--- config.mk ---
export PLATFORM = sky130hd
export DESIGN_NAME = rms_current_power_meter_core_flat
export DESIGN_NICKNAME = d
export VERILOG_FILES = /design/src/rtl/rcpm_pkg.sv /design/src/rtl/rcpm_if.sv /design/src/rtl/rms_current_power_meter_core.sv /design/src/flat_wrapper.sv
export SDC_FILE = /design/constraint.sdc
export NUM_CORES = 1
export LEC_CHECK = 0
export BUFFER_PORTS_ARGS = -buffer_cell sky130_fd_sc_hd__buf_2
export CORE_MARGIN = 3
export CORE_UTILIZATION = 25
export CTS_CLUSTER_SIZE = 10
export DETAILED_ROUTE_END_ITERATION = 12
export SLEW_MARGIN = 20
export SYNTH_ARGS = -nofsm -noshare
export SYNTH_HDL_FRONTEND = slang
export SYNTH_SLANG_ARGS = --single-unit
--- constraint.sdc ---
create_clock -name clk -period 18 [get_ports clk]
set_input_delay 3.6 -clock clk [delete_from_list [all_inputs] [get_ports clk]]
set_output_delay 3.6 -clock clk [all_outputs]
set_load 0.01 [all_outputs]
--- src/rtl/rcpm_pkg.sv ---
// Shared constants and types of the RMS current and power meter.
`timescale 1ns / 1ps
`default_nettype none
package rcpm_pkg;

	localparam int unsigned SAMPLE_W   = 10;
	localparam int unsigned WLEN_W     = 8;
	localparam int unsigned CENTER_W   = 11;
	localparam int unsigned GAIN_W     = 16;
	localparam int unsigned VOLT_W     = 10;
	localparam int unsigned PF_W       = 11;
	localparam int unsigned AMPS_W     = 8;
	localparam int unsigned Q8_W       = 16;
	localparam int unsigned POWER_W    = 18;
	localparam int unsigned SUM_W      = 23;
	localparam int unsigned CFG_IDX_W  = 3;
	localparam int unsigned CFG_DATA_W = 16;

	localparam logic [WLEN_W-1:0]   WLEN_RST   = 8'd117;
	localparam logic [CENTER_W-1:0] CENTER_RST = 11'd1023;
	localparam logic [GAIN_W-1:0]   GAIN_RST   = 16'd18123;
	localparam logic [VOLT_W-1:0]   VOLT_RST   = 10'd220;
	localparam logic [PF_W-1:0]     PF_RST     = 11'd942;

	typedef enum logic [CFG_IDX_W-1:0] {
		REG_WINDOW_LEN   = 3'd0,
		REG_CENTER_X2    = 3'd1,
		REG_GAIN_Q16     = 3'd2,
		REG_LINE_VOLTAGE = 3'd3,
		REG_POWER_FACTOR = 3'd4
	} cfg_reg_t;

endpackage
`default_nettype wire

--- src/rtl/rcpm_if.sv ---
// Sample and result channel interfaces of the RMS current and power meter.
`timescale 1ns / 1ps
`default_nettype none
interface rcpm_sample_if;
	logic                           valid;
	logic                           ready;
	logic [rcpm_pkg::SAMPLE_W-1:0]  sample;

	modport source (output valid, output sample, input ready);
	modport sink (input valid, input sample, output ready);
endinterface

interface rcpm_result_if;
	logic                          valid;
	logic                          ready;
	logic [rcpm_pkg::AMPS_W-1:0]   irms_amps;
	logic [rcpm_pkg::Q8_W-1:0]     irms_q8;
	logic [rcpm_pkg::POWER_W-1:0]  power_watts;

	modport source (output valid, output irms_amps, output irms_q8, output power_watts,
		input ready);
	modport sink (input valid, input irms_amps, input irms_q8, input power_watts,
		output ready);
endinterface
`default_nettype wire

--- src/rtl/rms_current_power_meter_core.sv ---
// RMS current and power meter core: bit-serial multiply, divide and square root.
// A sample is taken only when the core is idle; a sample that does not close the window
// keeps it busy for a gain multiply, then a squaring multiply, each taking one multiplier
// bit a cycle until no set bit is left. A window-closing sample adds a divide, a square
// root and two power multiplies, and its result waits in the output state while the
// previous result is unaccepted.
`timescale 1ns / 1ps
`default_nettype none
module rms_current_power_meter_core (
	input  logic                              clk,
	input  logic                              arst_n,
	input  logic                              cfg_we,
	input  logic [rcpm_pkg::CFG_IDX_W-1:0]    cfg_idx,
	input  logic [rcpm_pkg::CFG_DATA_W-1:0]   cfg_data,
	rcpm_sample_if.sink                       samples,
	rcpm_result_if.source                     results
);

	localparam int unsigned ACC_W = 40;
	localparam int unsigned MPL_W = 18;

	typedef enum logic [8:0] {
		ST_IDLE   = 9'b000000001,
		ST_MGAIN  = 9'b000000010,
		ST_SQUARE = 9'b000000100,
		ST_DIV    = 9'b000001000,
		ST_SQRT   = 9'b000010000,
		ST_MVOLT  = 9'b000100000,
		ST_MPF    = 9'b001000000,
		ST_OUT    = 9'b010000000,
		ST_SPARE  = 9'b100000000
	} state_t;

	state_t state_q;

	logic [rcpm_pkg::WLEN_W-1:0]   wlen_q;
	logic [rcpm_pkg::CENTER_W-1:0] center_q;
	logic [rcpm_pkg::GAIN_W-1:0]   gain_q;
	logic [rcpm_pkg::VOLT_W-1:0]   volt_q;
	logic [rcpm_pkg::PF_W-1:0]     pf_q;

	logic [rcpm_pkg::SUM_W-1:0]    sum_q;
	logic [7:0]                    count_q;
	logic                          neg_q;
	logic [ACC_W-1:0]              acc_q;
	logic [ACC_W-1:0]              mcand_q;
	logic [MPL_W-1:0]              mplier_q;
	logic [rcpm_pkg::SUM_W-1:0]    dq_q;
	logic [8:0]                    drem_q;
	logic [8:0]                    divisor_q;
	logic [ACC_W-1:0]              rad_q;
	logic [21:0]                   srem_q;
	logic [19:0]                   root_q;
	logic [4:0]                    cnt_q;
	logic [rcpm_pkg::Q8_W-1:0]     q8_q;

	logic                          out_valid_q;
	logic [rcpm_pkg::AMPS_W-1:0]   amps_q;
	logic [rcpm_pkg::Q8_W-1:0]     irms_q;
	logic [rcpm_pkg::POWER_W-1:0]  power_q;

	// sample front end
	logic [10:0] twice;
	logic        neg;
	logic [10:0] diff;
	assign twice = {samples.sample, 1'b0};
	assign neg   = twice < center_q;
	assign diff  = neg ? (center_q - twice) : (twice - center_q);

	// shift-add multiplier step
	logic [ACC_W-1:0] acc_add;
	logic             mul_done;
	assign acc_add  = acc_q + (mplier_q[0] ? mcand_q : '0);
	assign mul_done = (mplier_q == '0);

	// floor of the arithmetic shift on a negative product
	logic [27:0] mag_sum;
	logic [17:0] mag;
	assign mag_sum = {1'b0, acc_q[26:0]} + (neg_q ? 28'd511 : 28'd0);
	assign mag     = mag_sum[26:9];

	// accumulation and window end
	logic [19:0] sq;
	logic [23:0] sum_ext;
	logic [rcpm_pkg::SUM_W-1:0] sum_sat;
	logic [8:0]  taken;
	logic [8:0]  target;
	assign sq      = acc_q[35:16];
	assign sum_ext = {1'b0, sum_q} + {4'b0, sq};
	assign sum_sat = sum_ext[23] ? '1 : sum_ext[22:0];
	assign taken   = {1'b0, count_q} + 9'd1;
	assign target  = (wlen_q == '0) ? 9'd256 : {1'b0, wlen_q};

	// restoring divide step
	logic [9:0] dshift;
	logic [9:0] dsub;
	logic       dge;
	logic [rcpm_pkg::SUM_W-1:0] dq_next;
	assign dshift  = {drem_q, dq_q[rcpm_pkg::SUM_W-1]};
	assign dsub    = dshift - {1'b0, divisor_q};
	assign dge     = dshift >= {1'b0, divisor_q};
	assign dq_next = {dq_q[rcpm_pkg::SUM_W-2:0], dge};

	// square root step, two radicand bits a cycle
	logic [23:0] sshift;
	logic [23:0] strial;
	logic [23:0] ssub;
	logic        sge;
	logic [19:0] root_next;
	logic [rcpm_pkg::Q8_W-1:0] q8_next;
	assign sshift    = {srem_q, rad_q[ACC_W-1:ACC_W-2]};
	assign strial    = {2'b0, root_q, 2'b01};
	assign ssub      = sshift - strial;
	assign sge       = sshift >= strial;
	assign root_next = {root_q[18:0], sge};
	assign q8_next   = (root_next[19:16] != 4'd0) ? '1 : root_next[15:0];

	logic [rcpm_pkg::POWER_W-1:0] power_sat;
	assign power_sat = acc_q[36] ? '1 : acc_q[35:18];

	always_ff @(posedge clk or negedge arst_n) begin
		if (!arst_n) begin
			wlen_q   <= rcpm_pkg::WLEN_RST;
			center_q <= rcpm_pkg::CENTER_RST;
			gain_q   <= rcpm_pkg::GAIN_RST;
			volt_q   <= rcpm_pkg::VOLT_RST;
			pf_q     <= rcpm_pkg::PF_RST;
		end else if (cfg_we) begin
			unique case (cfg_idx)
				rcpm_pkg::REG_WINDOW_LEN:   wlen_q   <= cfg_data[rcpm_pkg::WLEN_W-1:0];
				rcpm_pkg::REG_CENTER_X2:    center_q <= cfg_data[rcpm_pkg::CENTER_W-1:0];
				rcpm_pkg::REG_GAIN_Q16:     gain_q   <= cfg_data[rcpm_pkg::GAIN_W-1:0];
				rcpm_pkg::REG_LINE_VOLTAGE: volt_q   <= cfg_data[rcpm_pkg::VOLT_W-1:0];
				rcpm_pkg::REG_POWER_FACTOR: pf_q     <= cfg_data[rcpm_pkg::PF_W-1:0];
				default: ;
			endcase
		end
	end

	always_ff @(posedge clk or negedge arst_n) begin
		if (!arst_n) begin
			state_q     <= ST_IDLE;
			sum_q       <= '0;
			count_q     <= '0;
			out_valid_q <= 1'b0;
		end else begin
			if (results.ready && state_q != ST_OUT) begin
				out_valid_q <= 1'b0;
			end
			unique case (state_q)
				ST_IDLE: begin
					if (samples.valid) begin
						neg_q    <= neg;
						acc_q    <= '0;
						mcand_q  <= {{(ACC_W-rcpm_pkg::GAIN_W){1'b0}}, gain_q};
						mplier_q <= {{(MPL_W-11){1'b0}}, diff};
						state_q  <= ST_MGAIN;
					end
				end
				ST_MGAIN: begin
					if (mul_done) begin
						acc_q    <= '0;
						mcand_q  <= {{(ACC_W-18){1'b0}}, mag};
						mplier_q <= mag;
						state_q  <= ST_SQUARE;
					end else begin
						acc_q    <= acc_add;
						mcand_q  <= {mcand_q[ACC_W-2:0], 1'b0};
						mplier_q <= {1'b0, mplier_q[MPL_W-1:1]};
					end
				end
				ST_SQUARE: begin
					if (mul_done) begin
						if (taken < target) begin
							sum_q   <= sum_sat;
							count_q <= taken[7:0];
							state_q <= ST_IDLE;
						end else begin
							sum_q     <= '0;
							count_q   <= '0;
							dq_q      <= sum_sat;
							drem_q    <= '0;
							divisor_q <= taken;
							cnt_q     <= 5'd22;
							state_q   <= ST_DIV;
						end
					end else begin
						acc_q    <= acc_add;
						mcand_q  <= {mcand_q[ACC_W-2:0], 1'b0};
						mplier_q <= {1'b0, mplier_q[MPL_W-1:1]};
					end
				end
				ST_DIV: begin
					dq_q   <= dq_next;
					drem_q <= dge ? dsub[8:0] : dshift[8:0];
					if (cnt_q == '0) begin
						rad_q   <= {1'b0, dq_next, 16'b0};
						srem_q  <= '0;
						root_q  <= '0;
						cnt_q   <= 5'd19;
						state_q <= ST_SQRT;
					end else begin
						cnt_q <= cnt_q - 5'd1;
					end
				end
				ST_SQRT: begin
					rad_q  <= {rad_q[ACC_W-3:0], 2'b00};
					srem_q <= sge ? ssub[21:0] : sshift[21:0];
					root_q <= root_next;
					cnt_q  <= cnt_q - 5'd1;
					if (cnt_q == '0) begin
						q8_q     <= q8_next;
						acc_q    <= '0;
						mcand_q  <= {{(ACC_W-rcpm_pkg::Q8_W){1'b0}}, q8_next};
						mplier_q <= {{(MPL_W-rcpm_pkg::VOLT_W){1'b0}}, volt_q};
						state_q  <= ST_MVOLT;
					end
				end
				ST_MVOLT: begin
					if (mul_done) begin
						acc_q    <= '0;
						mcand_q  <= acc_q;
						mplier_q <= {{(MPL_W-rcpm_pkg::PF_W){1'b0}}, pf_q};
						state_q  <= ST_MPF;
					end else begin
						acc_q    <= acc_add;
						mcand_q  <= {mcand_q[ACC_W-2:0], 1'b0};
						mplier_q <= {1'b0, mplier_q[MPL_W-1:1]};
					end
				end
				ST_MPF: begin
					if (mul_done) begin
						state_q <= ST_OUT;
					end else begin
						acc_q    <= acc_add;
						mcand_q  <= {mcand_q[ACC_W-2:0], 1'b0};
						mplier_q <= {1'b0, mplier_q[MPL_W-1:1]};
					end
				end
				ST_OUT: begin
					if (!out_valid_q || results.ready) begin
						out_valid_q <= 1'b1;
						amps_q      <= q8_q[15:8];
						irms_q      <= q8_q;
						power_q     <= power_sat;
						state_q     <= ST_IDLE;
					end
				end
				default: begin
					state_q <= ST_IDLE;
				end
			endcase
		end
	end

	assign samples.ready       = (state_q == ST_IDLE);
	assign results.valid       = out_valid_q;
	assign results.irms_amps   = amps_q;
	assign results.irms_q8     = irms_q;
	assign results.power_watts = power_q;

endmodule
`default_nettype wire

--- src/flat_wrapper.sv ---
// flat-port wrapper written by rule: the top's interface ports become plain ports
module rms_current_power_meter_core_flat 
  (clk, arst_n, cfg_we, cfg_idx, cfg_data, samples_valid, samples_sample, samples_ready, results_valid, results_irms_amps, results_irms_q8, results_power_watts, results_ready);
  rcpm_sample_if samples_i ();
  rcpm_result_if results_i ();
  input  logic clk;
  input  logic arst_n;
  input  logic cfg_we;
  input  logic [rcpm_pkg::CFG_IDX_W-1:0] cfg_idx;
  input  logic [rcpm_pkg::CFG_DATA_W-1:0] cfg_data;
  input wire logic [$bits(samples_i.valid)-1:0] samples_valid;
  input wire logic [$bits(samples_i.sample)-1:0] samples_sample;
  output wire logic [$bits(samples_i.ready)-1:0] samples_ready;
  output wire logic [$bits(results_i.valid)-1:0] results_valid;
  output wire logic [$bits(results_i.irms_amps)-1:0] results_irms_amps;
  output wire logic [$bits(results_i.irms_q8)-1:0] results_irms_q8;
  output wire logic [$bits(results_i.power_watts)-1:0] results_power_watts;
  input wire logic [$bits(results_i.ready)-1:0] results_ready;
  assign samples_i.valid = samples_valid;
  assign samples_i.sample = samples_sample;
  assign samples_ready = samples_i.ready;
  assign results_valid = results_i.valid;
  assign results_irms_amps = results_i.irms_amps;
  assign results_irms_q8 = results_i.irms_q8;
  assign results_power_watts = results_i.power_watts;
  assign results_i.ready = results_ready;
  rms_current_power_meter_core u_core (.clk(clk), .arst_n(arst_n), .cfg_we(cfg_we), .cfg_idx(cfg_idx), .cfg_data(cfg_data), .samples(samples_i), .results(results_i));
endmodule
==> summary.md <==
| Metric | Value |
|---|---|
| Final Hold Viols | 0 |
| Routed Antenna Nets | 0 |
| Most frequent cells in the layout | edfxtp_1 (255), nand2_1 (228), nor2_1 (202) |
| Nets | between 2,000 and 2,500 |
| Final setup margin | approximately 12 ns |
| Seq/Total Area, Yosys | about half |
| Most common cell after layout, fill and taps aside | edfxtp_1 |
| Die X | between 200 and 300 µm |
| First-pass GRT wire length | around 85 mm |
| Slowest CP cell | or4_1 |
| CP dominant cell by count | a21oi_1 |
| Critical path class | input pin to flip-flop |
| Die ar. | 85,260 µm² |
| Postcts setup bufs | 0 |
| HP Class | flip-flop to flip-flop |
| Post-synth top flop | edfxtp_1 |
| Synth Cell Area | 20,450 µm² |
| Max Fclk | ~160 MHz |
| Clock Skew | about 0.012 ns |
| Iter 0 DRT Violations | about 1,600 |
| Root buffer cell | clkbuf_16 |
| Clock Tree Buf Depth | 3 |
| Number of H-tree levels | 2 |
| #FFs+latches synth | about 350 |
| Clock sinks | 351 |
| Outcome | completed |
| Filler instances | 8,400 |
| Synth async-reset ratio | between 20% and 30% |
| Largest net degree at the start of global routing | 67 |
| Crit start category | input pin |
| CP Data Arrival Time | about 6.5 ns |
| Post-Syn Instances | 1,987 |
| Vias per cell | between 4 and 5 |
| IO Count | between 70 and 80 |
| Worst slew pin tran | around 1.1 ns |
| RSZ-0062 raised after global routing | no |
| Initial antenna violation count | 4 |
| Fin area | between 20,000 and 25,000 µm² |
| Vias in the first global route | 14,530 |
| Leakage Power | between 9 and 10 nW |
| Row Count | approximately 100 |
| Min cycle time layout | 6.159 ns |
| CTS tree | done |
| Post-DP Area | approximately 22,000 µm² |
| Net count after synthesis | between 2,000 and 2,500 |
| Pwr dens | roughly 120 nW/µm² |
| N_diodes | 0 |
| Yosys warns | 0 |
| Port Buffers | just under 80 |
| Max incr delay on CP | ~0.46 ns |
| Required @ worst endpoint | between 15 and 20 ns |
| Die Y | approximately 290 µm |
| Non-filler cells, final | roughly 3,100 |
| Slew HR | about 28% |
| Layout cells sized above 1 | about 14% |
| Mean Syn Cell Area | between 10 and 15 µm² |
| Gates resized, CTS repair | 0 |
| Grt ovf | 0 |
| Clock slew at reported path FFs | roughly 0.06 ns |
| Worst-Skew Late Latency | ~0.55 ns |
| Drt wl/cell | between 15 and 20 µm |
| CP endpoint kind | flip-flop |
| Final setup viols | 0 |
| Yosys cell types | ~80 |
| EDFF count, synth | 255 |
| 1st-pass router iterations | 8 |
| Dpl cells | around 3,100 |
| CTS hold repair buffers | 0 |
| GRT Resource Usage Total | 12.45% |
| Maximum fanout along the worst path | 12 |
| Worst-path cell chain | buf_2, inv_1, ha_1, o21ai_0, a21oi_1, o211ai_1, a311oi_1, buf_4, mux2_2, and2_1, a31o_1, or4_1, o21ai_1, a21oi_1 |
| DP Worst Slack | between 10 and 15 ns |
| Area Growth Syn to Fin | 14.24% |
| Setup TNS | 0 ns |
| Vias | approximately 15,000 |
| Fin crit share | 34.22% |
| Max-slew violations | 0 |
| Final Util | 28.91% |
| Post-DP HPWL | a little under 40 mm |
| Drc violations | 0 |
| Initial core utilization | 25.30% |
| Routability-driven placement congestion ratio | roughly 0.85 |
| Max IR drop VDD | a little under 60 µV |
| CTS buffer count | 42 |
| Core box area | approximately 81,000 µm² |
| Max-cap check violation count | 0 |
| Overall routed net length | 54.36 mm |
==> path summary, 6_finish.rpt <==
kind                              startpoint                   endpoint  slack (ns)  cells after the start
hold reg to reg               u_core.q8_q[0]  u_core.results.irms_q8[0]        0.42                      0
setup / recovery           samples_sample[1]        u_core.mplier_q[10]       11.84                     14
max in group asynchronous             arst_n           u_core.sum_q[13]       13.73                      2
hold / removal                u_core.q8_q[0]  u_core.results.irms_q8[0]        0.42                      0
setup reg to reg           u_core.state_q[2]         u_core.mcand_q[31]       14.00                      9
min in group asynchronous             arst_n           u_core.wlen_q[3]        3.10                      1
==> layer usage <==
metal / global-route usage (%) / vias to the layer above / share of wire, %
met5: 0 / - / 0.031
met4: 2.656 / 2 / 1.6
met3: 2.289 / 69 / 6.3
met2: 19.14 / 417 / 44
met1: 18.21 / 7510 / 48
li1: - / 7338 / -
==> synthesized netlist by cell type (48+ instances only) <==
master    count  area, µm²
nor2_1      205      769.5
xor2_1       48      420.4
o21ai_0     119      595.6
nand2_1     228      855.8
a21oi_1     110      550.5
ha_1        124       1551
a21o_1       49      367.9
xnor2_1      53      464.2
clkbuf_1     68      255.2
edfxtp_1    255       7657
dfrtp_1      60       1501
inv_1        83      311.6
==> sequential cells by signal, summed over array words and instances, names as in the netlist, 10 cells and up <==
register and cells:
u_core.root_q 20, u_core.results.power_watts 18, u_core.mcand_q 37, u_core.acc_q 37
u_core.rad_q 24, u_core.mplier_q 18, u_core.gain_q 16, u_core.q8_q 16
u_core.dq_q 23, u_core.center_q 11, u_core.srem_q 22, u_core.sum_q 23
u_core.pf_q 11, u_core.results.irms_q8 15, u_core.volt_q 10
==> critical path, delay by kind of cell <==
family	cells	cell delay [ns]
AOI/OAI and AO/OA	7	1.11
and+or+nand+nor	2	0.63
muxes	1	0.36
adders and majority gates	1	0.35
buffers and inverters	3	0.40
==> power by group <==
group	switching (mW)	total (mW)	internal (mW)
Clock	0.332	0.800	0.468
Sequential	0.112	1.14	1.03
Combinational	0.471	0.801	0.331
==> layout make-up <==
type                       count  area (µm²)  share of cell area [%]
multi-input combinational   1468        9776                   41.85
clock inverter                 3       43.79                  0.1875
timing repair buffer          99       580.6                   2.485
clock buffer                  74        1212                   5.190
tap                         1060        1326                   5.678
inverter                      84       315.3                   1.350
sequential                   351       10100                   43.26
==> cell families (layout without fill, tap and decap cells) <==
logic type	Yosys count	in the layout	share of synthesized area [%]
buffers and inverters	168	260	3.280
adders and majority gates	129	129	8.077
xor gates and xnor gates	101	101	4.326
and+or+nand+nor	690	690	15.79
AOI/OAI and AO/OA	485	485	15.78
muxes	63	63	3.329
DFF	351	351	49.42
==> metrics by stage <==
| step | total power [mW] | hold slack (ns) |
|---|---|---|
| final | 2.742 | 0.4190 |
| after global routing | 2.895 | 0.4291 |
| after CTS | 2.757 | 0.4186 |
| after detailed placement | 1.946 | 0.4054 |
| after global placement | 1.938 | 0.4027 |
| after floorplan | 1.707 | 0.4003 |
(Power assumes the default switching activity.)
